[config.mk]
export PLATFORM = sky130hd
export DESIGN_NAME = imu_frame_deframer
export DESIGN_NICKNAME = d
export VERILOG_FILES = /design/src/sv/ifd_pkg.sv /design/src/sv/ifd_window.sv /design/src/sv/ifd_fifo.sv /design/src/sv/ifd_group.sv /design/src/sv/imu_frame_deframer.sv
export VERILOG_INCLUDE_DIRS = /design/src /design/src/sv
export SDC_FILE = /design/constraint.sdc
export NUM_CORES = 1
export LEC_CHECK = 0
export BUFFER_PORTS_ARGS = -buffer_cell sky130_fd_sc_hd__buf_2
export CAP_MARGIN = 20
export CELL_PAD_IN_SITES_DETAIL_PLACEMENT = 1
export CELL_PAD_IN_SITES_GLOBAL_PLACEMENT = 1
export CORE_UTILIZATION = 25
export CTS_BUF_LIST = sky130_fd_sc_hd__clkbuf_8
export CTS_CLUSTER_SIZE = 16
export DETAILED_ROUTE_END_ITERATION = 12
export GPL_TIMING_DRIVEN = 0
export HOLD_SLACK_MARGIN = 0.08
export PLACE_DENSITY = 0.53
export SYNTH_ARGS = -nofsm -noshare
export SYNTH_HDL_FRONTEND = slang
export SYNTH_HIERARCHICAL = 1
export SYNTH_SLANG_ARGS = --single-unit
[constraint.sdc]
create_clock -name clk_i -period 11 [get_ports clk_i]
set_input_delay 1.1 -clock clk_i [delete_from_list [all_inputs] [get_ports clk_i]]
set_output_delay 1.1 -clock clk_i [all_outputs]
set_load 0.005 [all_outputs]
[src/sv/imu_frame_deframer_macros.svh]
// ----------------------------------------------------------------------------
// IMU frame deframer assertion macros
// Shared concurrent assertion helpers, compiled out with NO_ASSERTIONS.
// ----------------------------------------------------------------------------
`ifndef IMU_FRAME_DEFRAMER_MACROS_SVH
`define IMU_FRAME_DEFRAMER_MACROS_SVH

`ifndef NO_ASSERTIONS

// The condition holds at every clock edge outside reset.
`define IFD_ASSERT_ALWAYS(label, clk, rst_n, cond) \
  label: assert property (@(posedge clk) disable iff (!rst_n) (cond)) \
    else $error("assertion failed");

// The consequent holds in the same cycle as the antecedent.
`define IFD_ASSERT_IMPLIES(label, clk, rst_n, ante, cons) \
  label: assert property (@(posedge clk) disable iff (!rst_n) (ante) |-> (cons)) \
    else $error("assertion failed");

// The consequent holds in the cycle after the antecedent.
`define IFD_ASSERT_NEXT(label, clk, rst_n, ante, cons) \
  label: assert property (@(posedge clk) disable iff (!rst_n) (ante) |=> (cons)) \
    else $error("assertion failed");

`else

`define IFD_ASSERT_ALWAYS(label, clk, rst_n, cond)
`define IFD_ASSERT_IMPLIES(label, clk, rst_n, ante, cons)
`define IFD_ASSERT_NEXT(label, clk, rst_n, ante, cons)

`endif

`endif

[src/sv/ifd_pkg.sv]
// ----------------------------------------------------------------------------
// IMU frame deframer package
// Frame format constants and the types shared between the deframer parts.
// ----------------------------------------------------------------------------
package ifd_pkg;

  localparam logic [7:0] HdrByte   = 8'h55;
  localparam int         FrameLen  = 11;
  localparam int         SumPos    = 10;
  localparam logic [7:0] IdLow     = 8'h50;
  localparam logic [7:0] IdHigh    = 8'h5A;
  localparam int         NumCodes  = 11;
  localparam int         FillW     = 4;
  localparam int         QueueDepth = 2;

  typedef logic [7:0] byte_t;

  // One decoded frame on its way from the window to the group logic.
  typedef struct packed {
    logic [3:0]  code;
    logic [15:0] word0;
    logic [15:0] word1;
    logic [15:0] word2;
    logic [15:0] word3;
  } frame_t;

  typedef struct packed {
    logic empty;
    logic full;
  } q_status_t;

endpackage

[src/sv/ifd_window.sv]
// ----------------------------------------------------------------------------
// IMU frame deframer window
// Collects bytes after a header, checks the additive checksum, realigns on a
// bad frame and pushes frames with a known id into the frame queue.
// ----------------------------------------------------------------------------
`include "imu_frame_deframer_macros.svh"

module ifd_window (
  input  logic               clk_i,
  input  logic               rst_ni,
  input  logic               in_valid_i,
  output logic               in_stall_o,
  input  ifd_pkg::byte_t     data_byte_i,
  input  ifd_pkg::q_status_t q_status_i,
  output logic               push_o,
  output ifd_pkg::frame_t    frame_o
);
  import ifd_pkg::*;

  byte_t            win_q [SumPos];
  byte_t            win_d [SumPos];
  logic [FillW-1:0] fill_q, fill_d;
  byte_t            full_w [FrameLen];
  byte_t            sum;
  logic [3:0]       hdr_pos;
  logic             hdr_found;
  logic [4:0]       src_idx;
  logic             accept;
  byte_t            id;
  byte_t            code_wide;

  assign in_stall_o = q_status_i.full;
  assign accept     = in_valid_i && !in_stall_o;

  always_comb begin
    for (int i = 0; i < SumPos; i++) begin
      full_w[i] = win_q[i];
    end
    full_w[SumPos] = data_byte_i;
  end

  // Wrapping 8-bit sum of the ten stored bytes, as a balanced tree.
  assign sum = ((win_q[0] + win_q[1]) + (win_q[2] + win_q[3]))
             + ((win_q[4] + win_q[5]) + (win_q[6] + win_q[7]))
             + (win_q[8] + win_q[9]);

  // First header byte after position 0 in the full window.
  always_comb begin
    hdr_pos   = '0;
    hdr_found = 1'b0;
    for (int i = SumPos; i >= 1; i--) begin
      if (full_w[i] == HdrByte) begin
        hdr_pos   = 4'(i);
        hdr_found = 1'b1;
      end
    end
  end

  assign id        = win_q[1];
  assign code_wide = id - IdLow;

  always_comb begin
    frame_o.code  = code_wide[3:0];
    frame_o.word0 = {win_q[3], win_q[2]};
    frame_o.word1 = {win_q[5], win_q[4]};
    frame_o.word2 = {win_q[7], win_q[6]};
    frame_o.word3 = {win_q[9], win_q[8]};
  end

  always_comb begin
    win_d   = win_q;
    fill_d  = fill_q;
    push_o  = 1'b0;
    src_idx = '0;
    if (accept) begin
      if (fill_q == '0) begin
        if (data_byte_i == HdrByte) begin
          win_d[0] = data_byte_i;
          fill_d   = FillW'(1);
        end
      end else if (fill_q < FillW'(SumPos)) begin
        win_d[fill_q] = data_byte_i;
        fill_d        = fill_q + FillW'(1);
      end else if (sum == data_byte_i) begin
        fill_d = '0;
        push_o = (id >= IdLow) && (id <= IdHigh);
      end else if (hdr_found) begin
        // Slide the window so that the found header becomes byte 0.
        for (int j = 0; j < SumPos; j++) begin
          src_idx = 5'(j) + 5'(hdr_pos);
          if (src_idx <= 5'(SumPos)) begin
            win_d[j] = full_w[src_idx[3:0]];
          end
        end
        fill_d = FillW'(FrameLen) - hdr_pos;
      end else begin
        fill_d = '0;
      end
    end
  end

  always_ff @(posedge clk_i) begin
    win_q <= win_d;
  end

  always_ff @(posedge clk_i or negedge rst_ni) begin
    if (!rst_ni) begin
      fill_q <= '0;
    end else begin
      fill_q <= fill_d;
    end
  end

  `IFD_ASSERT_ALWAYS(a_fill_range, clk_i, rst_ni, fill_q <= FillW'(SumPos))
  `IFD_ASSERT_IMPLIES(a_window_starts_hdr, clk_i, rst_ni, fill_q != '0, win_q[0] == HdrByte)
  `IFD_ASSERT_IMPLIES(a_push_needs_full, clk_i, rst_ni, push_o, accept && fill_q == FillW'(SumPos))

endmodule

[src/sv/ifd_fifo.sv]
// ----------------------------------------------------------------------------
// IMU frame deframer queue
// Small register queue of decoded frames between the window and group logic.
// ----------------------------------------------------------------------------
`include "imu_frame_deframer_macros.svh"

module ifd_fifo #(
  parameter int DEPTH = ifd_pkg::QueueDepth
) (
  input  logic               clk_i,
  input  logic               rst_ni,
  input  logic               push_i,
  input  ifd_pkg::frame_t    wr_data_i,
  input  logic               pop_i,
  output ifd_pkg::frame_t    rd_data_o,
  output ifd_pkg::q_status_t status_o
);
  import ifd_pkg::*;

  // DEPTH must be at least 2; the module itself does not enforce this.
  localparam int PtrW = $clog2(DEPTH);
  localparam int CntW = $clog2(DEPTH + 1);

  frame_t          mem_q [DEPTH];
  logic [PtrW-1:0] wr_ptr_q, wr_ptr_d;
  logic [PtrW-1:0] rd_ptr_q, rd_ptr_d;
  logic [CntW-1:0] cnt_q, cnt_d;

  assign status_o.empty = (cnt_q == '0);
  assign status_o.full  = (cnt_q == CntW'(DEPTH));
  assign rd_data_o      = mem_q[rd_ptr_q];

  always_comb begin
    wr_ptr_d = wr_ptr_q;
    rd_ptr_d = rd_ptr_q;
    cnt_d    = cnt_q;
    if (push_i) begin
      wr_ptr_d = (wr_ptr_q == PtrW'(DEPTH - 1)) ? '0 : wr_ptr_q + PtrW'(1);
    end
    if (pop_i) begin
      rd_ptr_d = (rd_ptr_q == PtrW'(DEPTH - 1)) ? '0 : rd_ptr_q + PtrW'(1);
    end
    if (push_i && !pop_i) begin
      cnt_d = cnt_q + CntW'(1);
    end else if (pop_i && !push_i) begin
      cnt_d = cnt_q - CntW'(1);
    end
  end

  always_ff @(posedge clk_i) begin
    if (push_i) begin
      mem_q[wr_ptr_q] <= wr_data_i;
    end
  end

  always_ff @(posedge clk_i or negedge rst_ni) begin
    if (!rst_ni) begin
      wr_ptr_q <= '0;
      rd_ptr_q <= '0;
      cnt_q    <= '0;
    end else begin
      wr_ptr_q <= wr_ptr_d;
      rd_ptr_q <= rd_ptr_d;
      cnt_q    <= cnt_d;
    end
  end

  `IFD_ASSERT_IMPLIES(a_no_overflow, clk_i, rst_ni, push_i, !status_o.full)
  `IFD_ASSERT_IMPLIES(a_no_underflow, clk_i, rst_ni, pop_i, !status_o.empty)
  `IFD_ASSERT_ALWAYS(a_cnt_range, clk_i, rst_ni, cnt_q <= CntW'(DEPTH))

endmodule

[src/sv/ifd_group.sv]
// ----------------------------------------------------------------------------
// IMU frame deframer group tracker
// Tracks which frame ids belong to the pending sample group, flags the frame
// that opens a new group and holds the result in the output register.
// ----------------------------------------------------------------------------
`include "imu_frame_deframer_macros.svh"

module ifd_group (
  input  logic               clk_i,
  input  logic               rst_ni,
  input  ifd_pkg::q_status_t q_status_i,
  input  ifd_pkg::frame_t    q_data_i,
  output logic               pop_o,
  output logic               out_valid_o,
  input  logic               out_stall_i,
  output logic [3:0]         frame_code_o,
  output logic [15:0]        payload_word0_o,
  output logic [15:0]        payload_word1_o,
  output logic [15:0]        payload_word2_o,
  output logic [15:0]        payload_word3_o,
  output logic               new_sample_o
);
  import ifd_pkg::*;

  logic [NumCodes-1:0] seen_q, seen_d;
  logic                pending_q, pending_d;
  logic                out_valid_q, out_valid_d;
  frame_t              res_q;
  logic                flag_q;
  logic                flag;
  logic [NumCodes-1:0] code_bit;

  assign pop_o    = !q_status_i.empty && (!out_valid_q || !out_stall_i);
  assign code_bit = NumCodes'(1) << q_data_i.code;
  assign flag     = seen_q[q_data_i.code] && pending_q;

  always_comb begin
    seen_d      = seen_q;
    pending_d   = pending_q;
    out_valid_d = out_valid_q && out_stall_i;
    if (pop_o) begin
      // A repeated id while a group is open closes that group.
      seen_d      = (flag ? '0 : seen_q) | code_bit;
      pending_d   = 1'b1;
      out_valid_d = 1'b1;
    end
  end

  always_ff @(posedge clk_i) begin
    if (pop_o) begin
      res_q  <= q_data_i;
      flag_q <= flag;
    end
  end

  always_ff @(posedge clk_i or negedge rst_ni) begin
    if (!rst_ni) begin
      seen_q      <= '0;
      pending_q   <= 1'b0;
      out_valid_q <= 1'b0;
    end else begin
      seen_q      <= seen_d;
      pending_q   <= pending_d;
      out_valid_q <= out_valid_d;
    end
  end

  assign out_valid_o     = out_valid_q;
  assign frame_code_o    = res_q.code;
  assign payload_word0_o = res_q.word0;
  assign payload_word1_o = res_q.word1;
  assign payload_word2_o = res_q.word2;
  assign payload_word3_o = res_q.word3;
  assign new_sample_o    = flag_q;

  `IFD_ASSERT_IMPLIES(a_seen_needs_pending, clk_i, rst_ni, seen_q != '0, pending_q)
  `IFD_ASSERT_IMPLIES(a_code_range, clk_i, rst_ni, pop_o, q_data_i.code < 4'(NumCodes))
  `IFD_ASSERT_NEXT(a_pop_sets_bit, clk_i, rst_ni, pop_o, seen_q != '0 && out_valid_q)

endmodule

[src/sv/imu_frame_deframer.sv]
// Timing: a frame's result is written into the frame queue on the edge that
// accepts its checksum byte and moves to the output register once it is free.
// Throughput: one byte per cycle; input stalls only while the frame queue
// (two entries by default) is full because the output side is stalled.
// Reset clears the window fill, the group tracking and the queue at once;
// no clearing pass is needed.
// ----------------------------------------------------------------------------
// IMU frame deframer
// Byte-serial sync and checksum frame parser with sample group flagging.
// ----------------------------------------------------------------------------
module imu_frame_deframer #(
  parameter int QUEUE_DEPTH = ifd_pkg::QueueDepth
) (
  input  logic        clk_i,
  input  logic        rst_ni,
  input  logic        in_valid_i,
  output logic        in_stall_o,
  input  logic [7:0]  data_byte_i,
  output logic        out_valid_o,
  input  logic        out_stall_i,
  output logic [3:0]  frame_code_o,
  output logic [15:0] payload_word0_o,
  output logic [15:0] payload_word1_o,
  output logic [15:0] payload_word2_o,
  output logic [15:0] payload_word3_o,
  output logic        new_sample_o
);
  import ifd_pkg::*;

  q_status_t q_status;
  frame_t    push_frame;
  frame_t    pop_frame;
  logic      push;
  logic      pop;

  ifd_window u_window (
    .clk_i       (clk_i),
    .rst_ni      (rst_ni),
    .in_valid_i  (in_valid_i),
    .in_stall_o  (in_stall_o),
    .data_byte_i (data_byte_i),
    .q_status_i  (q_status),
    .push_o      (push),
    .frame_o     (push_frame)
  );

  ifd_fifo #(
    .DEPTH (QUEUE_DEPTH)
  ) u_fifo (
    .clk_i     (clk_i),
    .rst_ni    (rst_ni),
    .push_i    (push),
    .wr_data_i (push_frame),
    .pop_i     (pop),
    .rd_data_o (pop_frame),
    .status_o  (q_status)
  );

  ifd_group u_group (
    .clk_i           (clk_i),
    .rst_ni          (rst_ni),
    .q_status_i      (q_status),
    .q_data_i        (pop_frame),
    .pop_o           (pop),
    .out_valid_o     (out_valid_o),
    .out_stall_i     (out_stall_i),
    .frame_code_o    (frame_code_o),
    .payload_word0_o (payload_word0_o),
    .payload_word1_o (payload_word1_o),
    .payload_word2_o (payload_word2_o),
    .payload_word3_o (payload_word3_o),
    .new_sample_o    (new_sample_o)
  );

endmodule
==> impl_metrics.toml, run 1 <==
[synthesis]
synthesis.area_per_instance_um2 = 12.1
synthesis.nets = 1609
synth_top_cell_area_share = 0.465
synth_sequential_area_ratio = 0.494
synth_enable_flop_cells = 285
netlist_area_mm2 = 0.0184
postSynthRegisterBits = 306
synthArstFlopShare = 0.0686
ys_types = 89
syn-instance-count = 1518
most_used_dff_post_synth = "edfxtp_1"
synth_area_leaders = "edfxtp_1 47%, fa_1 5.4%, mux2i_1 4.5%"
yosys_warnings = 6
netlist.top_cell.by_area = "edfxtp_1"

[clocking]
postCtsSetupBuffers = 0
root_buffer = "clkbuf_8"
post_cts_resize_count = 0
cts-buffers-inserted = 52
cts_tree = "built"
worst_setup_hold_path_clk_slew_ns = 0.06
clock_latency_ns = 0.66
tritoncts_num_sinks = 306
clock_path_buffers = 3
hold_buffers = 0
total_number_of_h_tree_levels = 2

[placement]
globalplace.congestion = 0.989
placed_wire_length_estimate_um = 55600
io_buffer_count = 74

[flow_run]
timing.max_cap.violations = 0

[timing]
max_freq_ghz = 0.126
hold_viol = 0
relSlewSlack = 0.190
report.final.setup_viol = 0
unrepaired_setup_endpoints_after_global_routing = "false"
worst-slew-pin-transition_ns = 1.21
finalCriticalPeriod_ns = 7.93
layout_worst_path_cycle_share = 0.721
hold_ws_ns = 0.465
timing.setup.tns_ns = 0
drv_slew = 0
finalClockSkew_ns = 0.0577

[cells_and_area]
final_layout_size_suffix_gt1_frac = 0.242
num-fill-cells = 8066
most_frequent_standard_cell_in_the_layout_excluding_fill_and_tap_cells = "edfxtp_1"
layout-area-overhead-vs-synth_pct = 14.9
leading_cell_types_in_the_layout_fill_and_taps_excluded = "285 x edfxtp_1, 117 x nand2_1, 111 x buf_2"
finish.net_count = 1749

[global_routing]
first_pass_grt_wire_length_um = 108000
antenna_found_initial = 3
pin_count_of_the_biggest_net_entering_global_routing = 59
overflow = 0
via_count_of_the_first_global_routing_pass = 14600
grt_usage = 0.202

[die]
floorplan.io_pins = 83
start_util = 0.253
core.rowCount = 99
x_dimension_of_the_die_um = 273
core_region_area_mm2 = 0.0728
die_area_mm2 = 0.0747
die_height_um = 273

[worst_setup_path]
element_type_at_the_critical_path_start = "register"
cp_max_fo = 29
cp-startpoint = "u_window/frame_o[42]"
reg2reg_from = "u_window/frame_o[42]"
worstSetupEndpointType = "register"
critPathArrivalTime_ns = 8.28
worstSetupPathType = "reg -> reg"
cp.required_ns = 11.35

[routing]
route.detailed.drc = 0
routed_wire_length_per_instance_um = 28.6
final_antenna_net_count = 0
detail_route.wirelength_um = 76200
first_iter_violations = 1353
routed_via_density = 5.32
firstDrtPassIters = 5
num_vias = 14200

[outcome]
outcome = "completed"

[pwr]
overall_power_uw = 5830
power.density_mw_per_mm2 = 276
p_leak_uw = 0.00792
max-vdd-ir-drop_mv = 0.319

[worst_hold_path]
hp-class = "in -> async"
## flip-flops by register name, indices dropped and copies added (netlist names), 4 cells and up
register,flops
u_group/payload_word0_o,16
u_fifo/mem_q,136
u_window/fill_q,4
u_group/payload_word2_o,16
u_window/full_w,8
u_group/payload_word1_o,16
u_window/id,8
u_group/frame_code_o,4
u_group/payload_word3_o,16
u_group/seen_q,11
u_window/frame_o,64
## layer usage
layer | part of all wire | wire length, um | global-route usage
met3 | 0.067 | 5090 | 0.0296
met4 | 0.059 | 4470 | 0.115
met2 | 0.46 | 35300 | 0.326
met1 | 0.41 | 31400 | 0.258
met5 | 0 | 0 | 0
## final cells by class
class | instances | area, um2 | share of cell area
well taps | 959 | 1200 | 0.0567
multi-input cells | 972 | 8050 | 0.380
repair buffers | 86 | 527 | 0.0249
clock inverters | 41 | 213 | 0.0101
diodes | 2 | 5.00 | 0.000237
clock buffers | 56 | 771 | 0.0364
plain buffers | 174 | 1060 | 0.0500
flip-flops and latches | 306 | 9080 | 0.429
inverters | 66 | 248 | 0.0117
## power breakdown
part	leakage (uW)	total (uW)	switching (uW)	internal, uW
Sequential	0.00289	1800	258	1540
Combinational	0.00448	3040	1770	1260
Clock	0.000553	992	496	496
## synthesized netlist by cell type (9+ instances only)
cell type / number
edfxtp_1: 285
nand2_1: 117
mux2i_1: 83
nand3_1: 82
a22oi_1: 78
buf_4: 74
o21ai_0: 72
inv_1: 62
mux2_2: 62
fa_1: 50
clkbuf_1: 47
a21oi_1: 37
buf_2: 34
nor2_1: 34
ha_1: 29
xnor2_1: 28
o2bb2ai_1: 25
a31oi_1: 23
dfrtp_1: 21
a221o_1: 15
and2_1: 14
o211ai_1: 14
a32oi_1: 13
o21ai_1: 12
a22o_1: 11
and3_1: 11
mux2_4: 11
o21ai_2: 11
xor2_1: 9
## worst max-delay path, stage by stage, from the launching register on
cell,delay [ns]
edfxtp_1,0.79
fa_1,0.54
inv_1,0.08
fa_1,0.46
fa_1,0.53
fa_1,0.56
inv_1,0.05
fa_1,0.51
fa_1,0.49
xnor2_1,0.21
xnor2_1,0.08
nor4_1,0.31
nand3_1,0.37
or3_1,0.50
clkbuf_1,0.19
nor4_1,0.82
nor2b_4,0.57
buf_12,0.27
buf_12,0.23
## path summary, 6_finish.rpt
| kind | to | cells past startpoint | slack, ns |
|---|---|---|---|
| worst max-delay path | u_fifo/mem_q[0][57] | 18 | 3.07 |
| max in group asynchronous | u_fifo/rd_ptr_q | 1 | 10.14 |
| worst min-delay path | u_group/seen_q[0] | 1 | 0.46 |
| worst max register to register | u_fifo/mem_q[0][57] | 18 | 3.07 |
| min in group clk_i | u_fifo/cnt_q[1] | 1 | 0.50 |
| worst min register to register | u_fifo/cnt_q[1] | 1 | 0.50 |
## kinds of logic after synthesis
group                    synth area share
XOR/XNOR                           0.0215
multiplexers                        0.102
adder cells (fa/ha/maj)            0.0741
flip-flops                          0.494
buffers and inverters              0.0710
AO/OA/AOI/OAI                       0.143
AND/OR/NAND/NOR                    0.0942
## stage by stage
| step | utilization | worst slack, ns | cell area (um2) | instances |
|---|---|---|---|---|
| floorplan | - | 2.16 | 18400 | 1518 |
| global placement | 0.274 | -1.05 | 20000 | 2551 |
| detailed placement | 0.277 | 3.11 | 20200 | 2562 |
| CTS | 0.290 | 3.05 | 21100 | 2659 |
| global route | 0.290 | 2.67 | 21100 | 2661 |
| finish | 0.290 | 3.07 | 21200 | 2662 |
(Power assumes the default switching activity.)
==> inputs of run 2 (changes only) <==
ABC_AREA = 1   (was not set)
PLACE_DENSITY = 0.55   (was 0.53)
clock period = 7.8 ns   (was 11 ns; I/O delays follow)
==> run 2 against run 1 <==
  * Area after synthesis up 3.3%
  * Critical path depth rose by 4
  * Maximum frequency increased by 6.0%
  * Clock-buffer cell count grew 4
  * Critical path type unchanged
  * Global-route usage grew 3.6 points
  * Combinational power up 65%
==> impl_metrics.toml, run 2 <==
[routing]
routed_via_density = 4.99
detail_route.wirelength_um = 92300
num_vias = 16400
first_iter_violations = 1382
route.detailed.drc = 0
routed_wire_length_per_instance_um = 28.2
final_antenna_net_count = 0
firstDrtPassIters = 7

[worst_hold_path]
hp-class = "in -> async"

[cells_and_area]
max_flop_register = "u_fifo/mem_q"
leading_cell_types_in_the_layout_fill_and_taps_excluded = "574 x nand2_1, 422 x nand3_1, 285 x edfxtp_1"
most_frequent_standard_cell_in_the_layout_excluding_fill_and_tap_cells = "nand2_1"
finish.net_count = 2347
postLayoutCoreUtil = 0.297
layout-area-overhead-vs-synth_pct = 16.8
final_layout_size_suffix_gt1_frac = 0.184
largest_register_ff_count = 136
finish.cell_count_without_fillers = 3278
num-fill-cells = 8667

[placement]
globalplace.congestion = 1.03
post-place-cells = 3162
placed_wire_length_estimate_um = 73500
preCtsSetupSlack_ns = -0.00168
io_buffer_count = 78

[global_routing]
antenna_found_initial = 6
pin_count_of_the_biggest_net_entering_global_routing = 64
via_count_of_the_first_global_routing_pass = 17100
first_pass_grt_wire_length_um = 129000
grt_usage = 0.238
overflow = 0

[clocking]
post_cts_resize_count = 1
tritoncts_num_sinks = 306
cts-buffers-inserted = 58
hold_buffers = 0
worst_setup_hold_path_clk_slew_ns = 0.07
clock_latency_ns = 0.69
clock_path_buffers = 3
postCtsSetupBuffers = 0
root_buffer = "clkbuf_8"
total_number_of_h_tree_levels = 2
cts_tree = "built"

[die]
core.rowCount = 100
core_region_area_mm2 = 0.0748
floorplan.io_pins = 83
x_dimension_of_the_die_um = 278
die_area_mm2 = 0.0772
start_util = 0.254
die_height_um = 278

[timing]
final_critical_path_setup_slack_ns = 0.313
timing.setup.tns_ns = 0
worst-slew-pin-transition_ns = 1.13
hold_ws_ns = 0.128
report.final.setup_viol = 0
max_freq_ghz = 0.134
hold_viol = 0
finalCriticalPeriod_ns = 7.49
drv_slew = 0
finalClockSkew_ns = 0.0568
layout_worst_path_cycle_share = 0.960
relSlewSlack = 0.245
unrepaired_setup_endpoints_after_global_routing = "false"

[worst_setup_path]
worstPathCellList = "fa_1 > inv_1 > fa_1 > fa_1 > fa_1 > inv_1 > fa_1 > fa_1 > nand2_1 > nand2_1 > nand2_1 > nand2_1 > or2_2 > nand2_1 > xor2_1 > nor3b_1 > nand3_1 > a211oi_2 > inv_1 > nor2_4 > buf_12 > buf_12"
cp_common_cell = "fa_1"
worstSetupEndpointType = "register"
cp.required_ns = 8.15
critical-path-max-stage-delay_ns = 0.68
critPathArrivalTime_ns = 7.84
crit_slowest_cell = "edfxtp_1"
cp_max_fo = 30
worstSetupPathType = "reg -> reg"
element_type_at_the_critical_path_start = "register"

[flow_run]
timing.max_cap.violations = 0

[pwr]
max-vdd-ir-drop_mv = 0.469
power.density_mw_per_mm2 = 419
p_leak_uw = 0.00938

[synthesis]
synth_sequential_area_ratio = 0.478
netlist.top_cell.by_area = "edfxtp_1"
synthesis.nets = 2194
yosys_warnings = 6
synth_top_cell_area_share = 0.450
syn-instance-count = 2103
leading_post_synthesis_cells_by_instance_count = "574 x nand2_1, 422 x nand3_1, 285 x edfxtp_1"
ys_types = 46
synthArstFlopShare = 0.0686
post-synth-top-count-cell = "nand2_1"
netlist_area_mm2 = 0.0190
most_used_dff_post_synth = "edfxtp_1"
synth_enable_flop_cells = 285
postSynthRegisterBits = 306
synthesis.area_per_instance_um2 = 9.04
synth_area_leaders = "edfxtp_1 45%, nand2_1 11%, nand3_1 11%"

[outcome]
outcome = "completed"
==> run 2: cell types whose count changed after synthesis, sizes merged, moves of 17 or more <==
cell	delta
mux2i	-83
a31oi	-23
o21ai	-47
nand2	+473
a22oi	-78
o211ai	+18
xnor2	-17
nand4	+19
nand3	+342
nor2	+32
o2bb2ai	-25
inv	+117
==> run 2: final cells by class <==
cell class,instances,area (um2),area share
multi-input cells,1441,8240,0.371
repair buffers,93,632,0.0284
clock inverters,48,473,0.0213
inverters,189,714,0.0322
well taps,969,1210,0.0546
plain buffers,167,1010,0.0456
clock buffers,60,826,0.0372
diodes,5,12.5,0.000563
flip-flops and latches,306,9080,0.409
==> run 2: worst max-delay path, delay by kind of cell, from the launching register on <==
kind,cells,cell delay [ns]
AO/OA/AOI/OAI,1,0.57
XOR/XNOR,1,0.07
adder cells (fa/ha/maj),6,3.25
buffers and inverters,5,0.76
flip-flops,1,0.68
AND/OR/NAND/NOR,9,1.73
==> run 2: logic make-up (layout without fill, tap and decap cells) <==
logic type,after synthesis,count (layout),synth area share
buffers and inverters,356,557,0.0906
XOR/XNOR,26,26,0.0139
AND/OR/NAND/NOR,1142,1142,0.264
adder cells (fa/ha/maj),79,79,0.0717
AO/OA/AOI/OAI,126,126,0.0398
other,0,5,0
flip-flops,306,306,0.478
multiplexers,68,68,0.0422
==> run 2: report_power, final <==
group / internal, uW / switching [uW]
Sequential: 2210 / 301
Clock: 1020 / 750
Combinational: 2010 / 3000
==> run 2: stage by stage <==
stage	area, um2	power [uW]
floorplan	19000	5910
global placement	20600	7410
detailed placement	20900	7540
CTS	22200	9390
global route	22200	10100
finish	22200	9300
==> run 2: final timing paths <==
kind	to	slack (ns)	depth (start not counted)	start
worst max-delay path	u_fifo/mem_q[0][57]	0.31	22	u_window/frame_o[2]
worst min-delay path	u_window/fill_q[2]	0.13	1	rst_ni
worst max register to register	u_fifo/mem_q[0][57]	0.31	22	u_window/frame_o[2]
worst min register to register	u_group/seen_q[0]	0.48	2	u_group/seen_q[0]
max in group asynchronous	u_fifo/rd_ptr_q	7.15	1	rst_ni
min in group clk_i	u_group/out_valid_o	0.33	3	out_stall_i
==> run 2: metal layers <==
layer / part of all wire / wire length (um) / GRT usage / up-vias
li1: - / - / - / 7381
met1: 0.44 / 40600 / 0.317 / 8290
met2: 0.46 / 42700 / 0.387 / 549
met3: 0.056 / 5130 / 0.0331 / 149
met4: 0.043 / 3930 / 0.0962 / 0
met5: 0 / 0 / 0 / -
==> inputs of run 3 (changes only) <==
CELL_PAD_IN_SITES_DETAIL_PLACEMENT = not set   (was 1)
CELL_PAD_IN_SITES_GLOBAL_PLACEMENT = not set   (was 1)
GPL_TIMING_DRIVEN = not set   (was 0)
PLACE_DENSITY = 0.47   (was 0.55)
==> run 3 against run 2 <==
  * Sequential share of layout area increased by 2.2 points
  * Utilization decreased by 1.5 points
  * Largest power group unchanged
  * Critical endpoint is now u_fifo/mem_q[1][0]
  * Register-to-register slack improved by 0.29 ns
==> impl_metrics.toml, run 3 (synthesis results as in run 2) <==
[clocking]
post_cts_resize_count = 0
clock_path_buffers = 3
total_number_of_h_tree_levels = 2
cts_tree = "built"
worst_setup_hold_path_clk_slew_ns = 0.06
root_buffer = "clkbuf_8"
postCtsSetupBuffers = 0
tritoncts_num_sinks = 306
clock_latency_ns = 0.67
cts-buffers-inserted = 55
hold_buffers = 0

[pwr]
overall_power_uw = 8760
max-vdd-ir-drop_mv = 0.476
power.share.switching = 0.443
p_leak_uw = 0.00876
internal_power_uw = 4880
power.share.clock = 0.173
seq_power_share = 0.279
netSwitchingPower_uw = 3880
power.density_mw_per_mm2 = 415
power_frac_comb = 0.548

[timing]
finalClockSkew_ns = 0.0434
hold_viol = 0
layout_worst_path_cycle_share = 0.923
finalCriticalPeriod_ns = 7.20
report.final.setup_viol = 0
worst-slew-pin-transition_ns = 1.23
max_freq_ghz = 0.139
relSlewSlack = 0.177
unrepaired_setup_endpoints_after_global_routing = "false"
timing.setup.tns_ns = 0
drv_slew = 0

[global_routing]
grt_usage = 0.206
antenna_found_initial = 1
via_count_of_the_first_global_routing_pass = 15700
first_pass_grt_wire_length_um = 114000
overflow = 0
pin_count_of_the_biggest_net_entering_global_routing = 69

[worst_setup_path]
cp.required_ns = 8.11
cp-startpoint = "u_window/frame_o[2]"
worstSetupPathType = "reg -> reg"
critical-path-max-stage-delay_ns = 0.79
worstSetupEndpointType = "register"
worstPathCellList = "fa_1 > inv_1 > fa_1 > fa_1 > fa_1 > inv_1 > fa_1 > fa_1 > nand2_1 > nand2_1 > nand2_1 > nand2_1 > or2_2 > nand2_1 > xor2_1 > nor3b_1 > nand3_1 > a211oi_1 > nand2_1 > inv_2 > buf_12"
worstRegToRegCells = 21
critPathArrivalTime_ns = 7.51
crit_slowest_cell = "a211oi_1"
setup.reg_to_reg.worst_slack_ns = 0.60
reg2reg_from = "u_window/frame_o[2]"
cp_max_fo = 52
element_type_at_the_critical_path_start = "register"
regToRegEndpoint = "u_fifo/mem_q[1][0]"

[placement]
post-place-cells = 3028
placed_wire_length_estimate_um = 59900
io_buffer_count = 82
globalplace.congestion = 1.00

[routing]
detail_route.wirelength_um = 80600
routed_via_density = 5.11
route.detailed.drc = 0
final_antenna_net_count = 0
firstDrtPassIters = 6
routed_wire_length_per_instance_um = 25.7
first_iter_violations = 2173
num_vias = 16000

[worst_hold_path]
hp-class = "in -> async"

[cells_and_area]
num-fill-cells = 8018
finish.net_count = 2207
layout-area-overhead-vs-synth_pct = 10.9
leading_cell_types_in_the_layout_fill_and_taps_excluded = "573 x nand2_1, 422 x nand3_1, 285 x edfxtp_1"
most_frequent_standard_cell_in_the_layout_excluding_fill_and_tap_cells = "nand2_1"
largest_register_ff_count = 136
max_flop_register = "u_fifo/mem_q"
final_layout_size_suffix_gt1_frac = 0.153
finish.cell_count_without_fillers = 3132

[die]
core.rowCount = 100
start_util = 0.254
die_area_mm2 = 0.0772
die_height_um = 278
core_region_area_mm2 = 0.0748
x_dimension_of_the_die_um = 278
floorplan.io_pins = 83

[outcome]
outcome = "completed"

[flow_run]
timing.max_cap.violations = 0
[run 3: final cells by class]
type,instances,area (um2),share of cell area
Antenna cell,1,2.50,0.000119
Clock buffer,57,785,0.0372
Clock inverter,46,300,0.0142
Inverter,189,712,0.0338
Multi-Input combinational cell,1441,8250,0.391
Sequential cell,306,9080,0.431
Tap cell,969,1210,0.0575
Timing Repair Buffer,123,747,0.0354
[run 3: per-layer routing]
| metal | routed length [um] | part of all wire | GRT usage |
|---|---|---|---|
| met2 | 36800 | 0.46 | 0.329 |
| met1 | 32500 | 0.40 | 0.273 |
| met4 | 4070 | 0.051 | 0.0962 |
| met5 | 0 | 0 | 0 |
| met3 | 7190 | 0.089 | 0.0324 |
[run 3: metrics by stage]
| stage | util | setup slack, ns | cell area [um2] | hold slack (ns) |
|---|---|---|---|---|
| 2_1_floorplan | - | 0.610 | 19000 | 0.443 |
| 6_report | 0.282 | 0.599 | 21100 | 0.119 |
| 4_1_cts | 0.282 | 0.599 | 21100 | 0.116 |
| 5_1_grt | 0.282 | 0.270 | 21100 | 0.168 |
| 3_5_place_dp | 0.267 | 0.603 | 20000 | 0.468 |
| 3_3_place_gp | 0.267 | 0.720 | 20000 | 0.458 |
[run 3: power by group through the flow]
stage                     Combinational (uW)  Clock, uW  Sequential (uW)
final                                   4800       1510             2440
after global routing                    5390       1620             2480
after CTS                               4770       1570             2450
after detailed placement                4750          0             2480
after global placement                  4780          0             2470
after floorplan                         3510          0             2400
[run 3: how the worst max path moves through the flow]
stage / to / slack [ns] / cells after the start
final: u_fifo/mem_q[1][0] / 0.60 / 21
after global routing: u_fifo/mem_q[1][0] / 0.27 / 21
after CTS: u_fifo/mem_q[1][4] / 0.60 / 21
after detailed placement: u_fifo/mem_q[1][7] / 0.60 / 21
after global placement: u_fifo/mem_q[1][7] / 0.72 / 21
after floorplan: u_fifo/mem_q[0][0] / 0.61 / 20
[run 3: worst max-delay path, delay by kind of cell (launching register included)]
kind                     cells  cell delay (ns)
AO/OA/AOI/OAI                1             0.79
XOR/XNOR                     1             0.06
adder cells (fa/ha/maj)      6             3.19
buffers and inverters        4             0.82
flip-flops                   1             0.49
AND/OR/NAND/NOR              9             1.40
